**src/spot_pkg.sv**
```systemverilog
// Shared types and constants of the shape pair overlap test.
// No dependencies; imported by every module of the block.
`timescale 1ns / 1ps

package spot_pkg;

    // Default coordinate width, signed positions
    localparam int COORD_BITS_DEF = 16;
    localparam int MODE_BITS      = 2;
    localparam int OUT_BITS       = 8;

    // Shape pair selector
    typedef enum logic [MODE_BITS-1:0] {
        MODE_RECT_RECT = 2'd0,
        MODE_RECT_CIRC = 2'd1,
        MODE_CIRC_RECT = 2'd2,
        MODE_CIRC_CIRC = 2'd3
    } spot_mode_t;

    // Decision flags carried down the pipeline
    typedef struct packed {
        logic pre_hit;  // hit already known without the squared compare
        logic use_sq;   // squared distance compare takes part
    } spot_flags_t;

endpackage

```
**src/spot_prep.sv**
```systemverilog
// Front stage: selects circle and rectangle, runs the box and side tests
// and forms the differences to be squared. Depends on spot_pkg.
`timescale 1ns / 1ps

module spot_prep
    import spot_pkg::*;
#(
    parameter int COORD_BITS = COORD_BITS_DEF
)
(
    input  logic                         clk,
    input  logic                         rst_n,
    input  logic                         in_valid,
    output logic                         in_ready,
    input  logic [MODE_BITS-1:0]         mode,
    input  logic signed [COORD_BITS-1:0] pos_a_x,
    input  logic signed [COORD_BITS-1:0] pos_a_y,
    input  logic [COORD_BITS-2:0]        dim_a_x,
    input  logic [COORD_BITS-2:0]        dim_a_y,
    input  logic signed [COORD_BITS-1:0] pos_b_x,
    input  logic signed [COORD_BITS-1:0] pos_b_y,
    input  logic [COORD_BITS-2:0]        dim_b_x,
    input  logic [COORD_BITS-2:0]        dim_b_y,
    output logic                         out_valid,
    input  logic                         out_ready,
    output logic signed [COORD_BITS+2:0] dx,
    output logic signed [COORD_BITS+2:0] dy,
    output logic [COORD_BITS-1:0]        rsum,
    output spot_flags_t                  flags
);

    localparam int C  = COORD_BITS;
    localparam int D  = COORD_BITS - 1;
    localparam int E  = COORD_BITS + 4;
    localparam int DW = COORD_BITS + 3;

    // Side test on one axis, all values in doubled coordinates
    function automatic logic side_hit(
        input logic signed [E-1:0] c,
        input logic signed [E-1:0] r,
        input logic signed [E-1:0] lo,
        input logic signed [E-1:0] half,
        input logic signed [E-1:0] oc,
        input logic signed [E-1:0] olo,
        input logic signed [E-1:0] ohalf
    );
        logic signed [E-1:0] d;
        logic                reach;
        d = lo + half - c;
        if (!d[E-1])
            reach = (c + r >= lo);
        else
            reach = (c - r < lo + half + half);
        side_hit = reach && (oc <= olo + ohalf + ohalf) && (oc >= olo);
    endfunction

    logic signed [E-1:0] ax, ay, aw, ah, bx, by, bw, bh;
    logic signed [E-1:0] ra, rb, r;
    logic signed [E-1:0] acx, acy, bcx, bcy, cx, cy;
    logic signed [E-1:0] rx0, ry0, rw0, rh0, lo_x, lo_y;
    logic signed [E-1:0] kx, ky, kx_adj, ky_adj;
    logic signed [E-1:0] rs;
    logic                rr_hit, hit_x, hit_y, circ_is_b;
    spot_mode_t          mode_e;

    logic                valid_reg, valid_next, adv;
    logic signed [DW-1:0] dx_reg, dx_next, dy_reg, dy_next;
    logic [C-1:0]        rsum_reg, rsum_next;
    spot_flags_t         flags_reg, flags_next;

    // Extend fields to the working width
    always_comb
    begin
        ax = {{(E-C){pos_a_x[C-1]}}, pos_a_x};
        ay = {{(E-C){pos_a_y[C-1]}}, pos_a_y};
        bx = {{(E-C){pos_b_x[C-1]}}, pos_b_x};
        by = {{(E-C){pos_b_y[C-1]}}, pos_b_y};
        aw = {{(E-D){1'b0}}, dim_a_x};
        ah = {{(E-D){1'b0}}, dim_a_y};
        bw = {{(E-D){1'b0}}, dim_b_x};
        bh = {{(E-D){1'b0}}, dim_b_y};
    end

    // Geometry: radii, doubled centres and the rectangle edges
    always_comb
    begin
        mode_e    = spot_mode_t'(mode);
        circ_is_b = (mode_e == MODE_RECT_CIRC);
        rr_hit    = (ax + aw > bx) && (ax < bx + bw) && (ay < by + bh) && (ay + ah > by);

        ra  = (aw > ah) ? aw : ah;
        rb  = (bw > bh) ? bw : bh;
        acx = ax + ax + ra;
        acy = ay + ay + ra;
        bcx = bx + bx + rb;
        bcy = by + by + rb;
        rs  = ra + rb;

        r   = circ_is_b ? rb  : ra;
        cx  = circ_is_b ? bcx : acx;
        cy  = circ_is_b ? bcy : acy;
        rx0 = circ_is_b ? ax  : bx;
        ry0 = circ_is_b ? ay  : by;
        rw0 = circ_is_b ? aw  : bw;
        rh0 = circ_is_b ? ah  : bh;

        lo_x = rx0 + rx0;
        lo_y = ry0 + ry0;

        hit_x = side_hit(cx, r, lo_x, rw0, cy, lo_y, rh0);
        hit_y = side_hit(cy, r, lo_y, rh0, cx, lo_x, rw0);

        // Offset from the centre to the nearest corner
        kx     = lo_x + rw0 - cx;
        ky     = lo_y + rh0 - cy;
        kx_adj = kx[E-1] ? kx + rw0 : kx - rw0;
        ky_adj = ky[E-1] ? ky + rh0 : ky - rh0;
    end

    // Pick what the later stages see for each shape pair
    always_comb
    begin
        case (mode_e)
            MODE_RECT_RECT:
            begin
                flags_next = '{pre_hit: rr_hit, use_sq: 1'b0};
                dx_next    = '0;
                dy_next    = '0;
                rsum_next  = '0;
            end
            MODE_RECT_CIRC, MODE_CIRC_RECT:
            begin
                flags_next = '{pre_hit: hit_x | hit_y, use_sq: 1'b1};
                dx_next    = kx_adj[DW-1:0];
                dy_next    = ky_adj[DW-1:0];
                rsum_next  = r[C-1:0];
            end
            MODE_CIRC_CIRC:
            begin
                flags_next = '{pre_hit: 1'b0, use_sq: 1'b1};
                dx_next    = DW'(acx - bcx);
                dy_next    = DW'(acy - bcy);
                rsum_next  = rs[C-1:0];
            end
            default:
            begin
                flags_next = '{pre_hit: 1'b0, use_sq: 1'b0};
                dx_next    = '0;
                dy_next    = '0;
                rsum_next  = '0;
            end
        endcase
    end

    // Advance when the stage is empty or its contents move on
    assign adv        = !valid_reg || out_ready;
    assign in_ready   = adv;
    assign valid_next = adv ? in_valid : valid_reg;

    always_ff @(posedge clk or negedge rst_n)
    begin
        if (!rst_n)
            valid_reg <= 1'b0;
        else
            valid_reg <= valid_next;
    end

    always_ff @(posedge clk)
    begin
        if (adv && in_valid)
        begin
            dx_reg    <= dx_next;
            dy_reg    <= dy_next;
            rsum_reg  <= rsum_next;
            flags_reg <= flags_next;
        end
    end

    assign out_valid = valid_reg;
    assign dx        = dx_reg;
    assign dy        = dy_reg;
    assign rsum      = rsum_reg;
    assign flags     = flags_reg;

endmodule

```
**config.mk**
```make
export PLATFORM = sky130hd
export DESIGN_NAME = spot_prep
export DESIGN_NICKNAME = d
export VERILOG_FILES = /design/src/spot_pkg.sv /design/src/spot_prep.sv
export SDC_FILE = /design/constraint.sdc
export NUM_CORES = 1
export LEC_CHECK = 0
export ABC_CLOCK_PERIOD_IN_PS = 2400
export BUFFER_PORTS_ARGS = -buffer_cell sky130_fd_sc_hd__buf_2
export CAP_MARGIN = 20
export CORE_AREA = 2 2 254 256
export CTS_BUF_LIST = sky130_fd_sc_hd__clkbuf_2 sky130_fd_sc_hd__clkbuf_4 sky130_fd_sc_hd__clkbuf_8
export DETAILED_ROUTE_END_ITERATION = 8
export DIE_AREA = 0 0 256 258
export PLACE_DENSITY = 0.66
export SLEW_MARGIN = 10
export SYNTH_ARGS = -nofsm -noshare
export SYNTH_HDL_FRONTEND = slang
export SYNTH_SLANG_ARGS = --single-unit
```
**constraint.sdc**
```tcl
create_clock -name clk -period 2.4 [get_ports clk]
set_input_delay 0.12 -clock clk [delete_from_list [all_inputs] [get_ports clk]]
set_output_delay 0.12 -clock clk [all_outputs]
set_load 0.005 [all_outputs]
```
==> flow_summary_export.csv <==
group,metric,value,unit
cts,clockRootBuffer,"clkbuf_8",
floorplan,dieArea,66000,um2
logic_synthesis,async_flop_share,1.82,%
logic_synthesis,synth_area,25700,um2
floorplan,fp.dieH,258,um
floorplan,pin_count,188,
cts,path_clk_slew,0.10,ns
logic_synthesis,yosys_most_used_dff,"edfxtp_1",
logic_synthesis,synth.distinct_cells,94,
timing,slew_viol_final,0,
detailed_routing,vias,32363,
finish,diodes,0,
cts,numCtsBuffers,5,
timing,rsz0062_at_grt,"true",
job,cap_violations,0,
cts,clk_latency,0.32,ns
logic_synthesis,yosysTopAreaCell,"ha_1",
finish,syn_to_final_growth,63.6,%
global_routing,grt_overflow,0,
floorplan,num_rows,93,
detailed_routing,first_pass_iters,7,
timing,max-slew-margin-rel,43.1,%
worst_setup_path,required,2.47,ns
global_routing,antenna_found_initial,0,
timing,setup_viol,53,
status,status,"complete, but fails checks",
global_routing,grt_util_all_layers,35.6,%
logic_synthesis,yosysTopAreaCellShare,29.0,%
finish,final_nets,5839,
detailed_routing,remaining_drc_errors,0,
logic_synthesis,yosys_warnings,0,
finish,final_util,66.1,%
timing,final.period_utilization,328,%
power_and_ir_drop,p_leak,21.7,nW
power_and_ir_drop,intPower,0.0300,W
timing,fin_crit,7.88,ns
logic_synthesis,netlist_instances,3407,
cts,cts_buffer_depth,2,
cts,cts.sinks,55,
timing,finalHoldViolations,0,
worst_setup_path,cp_max_fo,5,
finish,finish.instance_area,42100,um2
place,portBuffers,187,
worst_setup_path,cp-start-kind,"input port",
timing,clock_skew,0.0157,ns
status,violations,"setup timing",
power_and_ir_drop,seqPwrFrac,3.2,%
global_routing,grt_max_degree,55,
power_and_ir_drop,power_switching_share,46.9,%
finish,final_common_cell,"buf_4",
logic_synthesis,ys_ff_latch,55,
floorplan,fp.dieW,256,um
detailed_routing,first_iter_violations,2071,
timing,fmax,127,MHz
cts,tritoncts,"done",
logic_synthesis,synth_area_leaders,"ha_1 29%, xnor2_1 8.0%, a21oi_1 6.5%",
timing,worstMarginPinSlew,0.850,ns
worst_setup_path,slowest_stage,"o41a_1",
worst_hold_path,hold_class,"input port to asynchronous set/reset pin",
worst_setup_path,crit_path_end_kind,"flip-flop",
place,place_congestion,1.07,
floorplan,start_util,40.4,%
worst_setup_path,cp_common_cell,"buf_4",
floorplan,coreArea,63600,um2
power_and_ir_drop,cellPowerDensity,1340,nW/um2
power_and_ir_drop,combinationalPowerShare,95.6,%
power_and_ir_drop,switchingPower,0.0265,W
finish,mostFrequentLayoutCells,"1518 x buf_4, 545 x ha_1, 304 x inv_1",
place,dp_hpwl,106000,um
power_and_ir_drop,total_power,0.0566,W
logic_synthesis,synth_edf_count,54,
logic_synthesis,syn_area_per_cell,7.54,um2
detailed_routing,totalWireLength,122000,um
logic_synthesis,syn_nets,4152,
detailed_routing,routed_via_density,5.44,
worst_setup_path,cp.arrival,7.96,ns
power_and_ir_drop,vdd.ir_drop.worst,0.00139,V
detailed_routing,wl_per_cell,20.5,um
finish,drive_above_1_share,42.9,%
place,place_area,39300,um2
global_routing,grt_pass1_wl,181000,um
finish,largest_reg_flops,19,
detailed_routing,drtAntennaViolNets,0,
timing,fin_ws,-5.48,ns
global_routing,grt_pass1_vias,31831,
worst_setup_path,cp_slowest_stage_delay,0.42,ns
logic_synthesis,yosysSeqAreaShare,6.41,%
power_and_ir_drop,clockPowerShare,1.2,%
place,place_ws,-5.83,ns
cts,h-tree-depth,2,
worst_setup_path,worstSetupPathType,"input port to flip-flop",
-- synthesized netlist by cell type, types with 14 or more instances --
cell	number
inv_1	350
nor3_1	77
o22ai_1	26
a211oi_1	24
nand3_1	56
o31ai_1	22
mux2_2	18
o21bai_1	82
nand2_1	193
ha_1	596
a31oi_1	28
or3_1	19
and3_1	31
o21ai_1	18
or2_2	14
edfxtp_1	54
fa_1	19
nand2b_1	48
nand4_1	41
xnor2_1	235
a21oi_1	336
nor2b_1	55
o21ai_0	182
o21a_1	55
nor2_1	264
xor2_1	89
clkbuf_1	47
a21o_1	144
mux2i_1	35
-- stage by stage --
stage | hold slack [ns] | std cells | setup TNS, ns
2_1_floorplan | -0.176 | 3407 | -171.96
3_3_place_gp | -0.105 | 5845 | -214.41
3_5_place_dp | -0.105 | 5845 | -216.75
4_1_cts | 0.0787 | 5926 | -187.00
5_1_grt | 0.0853 | 5950 | -211.07
6_report | 0.103 | 5950 | -199.09
-- worst paths after layout --
kind                             end  slack [ns]        start  cells past startpoint
setup / recovery              dy[18]       -5.48  dim_b_y[12]                     50
hold / removal             out_valid        0.10        rst_n                      2
setup reg to reg               dx[7]        1.13    out_valid                      3
hold reg to reg            out_valid        0.54    out_valid                      2
max in group asynchronous  out_valid        2.21        rst_n                      2
min in group clk           out_valid        0.10    out_ready                      3
-- logic make-up after synthesis --
group	count (synthesis)	share of synthesized area, %
buffers and inverters	415	6.16
muxes	53	2.15
xor gates and xnor gates	327	11.3
AOI/OAI and AO/OA	1088	27.5
DFF	55	6.41
adders and majority gates	615	30.5
and+or+nand+nor	854	15.9
-- power groups by stage --
stage	registers [W]	clock network, W	logic (W)
final	0.00181	0.000654	0.0541
after global routing	0.00184	0.000707	0.0584
after CTS	0.00182	0.000670	0.0509
after detailed placement	0.00184	0	0.0467
after global placement	0.00183	0	0.0462
after floorplan	0.00187	0	0.0254
-- worst max-delay path, delay by kind of cell --
kind / cells / cell delay (ns)
buffers and inverters: 12 / 1.38
XOR/XNOR: 3 / 0.49
adder cells (fa/ha/maj): 4 / 1.09
AO/OA/AOI/OAI: 19 / 3.38
AND/OR/NAND/NOR: 11 / 1.35
multiplexers: 1 / 0.14
-- layout make-up --
class | count | area [um2]
clock buffer | 5 | 68.8
timing repair buffer | 1744 | 13000
tap | 855 | 1070
clock inverter | 3 | 50.0
sequential | 55 | 1650
inverter | 351 | 1360
multi-input combinational | 2937 | 24900
fill | 5413 | 21600
-- what timing repair did --
action | in CTS | in global routing
hold buffers | 2 | 0
pin swaps | 96 | 86
setup endpoints to repair | 53 | 53
hold endpoints to repair | 2 | 0
setup buffers | 73 | 26
resized for setup | 244 | 132
-- metal layers --
layer	up-vias	global-route usage (%)	wire length, um
li1	15729	-	-
met1	15133	41.9	49100
met2	1128	61.2	55800
met3	373	3.19	6240
met4	0	25.1	10800
met5	-	0	0
Note: power is estimated with default switching activity, not from simulation.
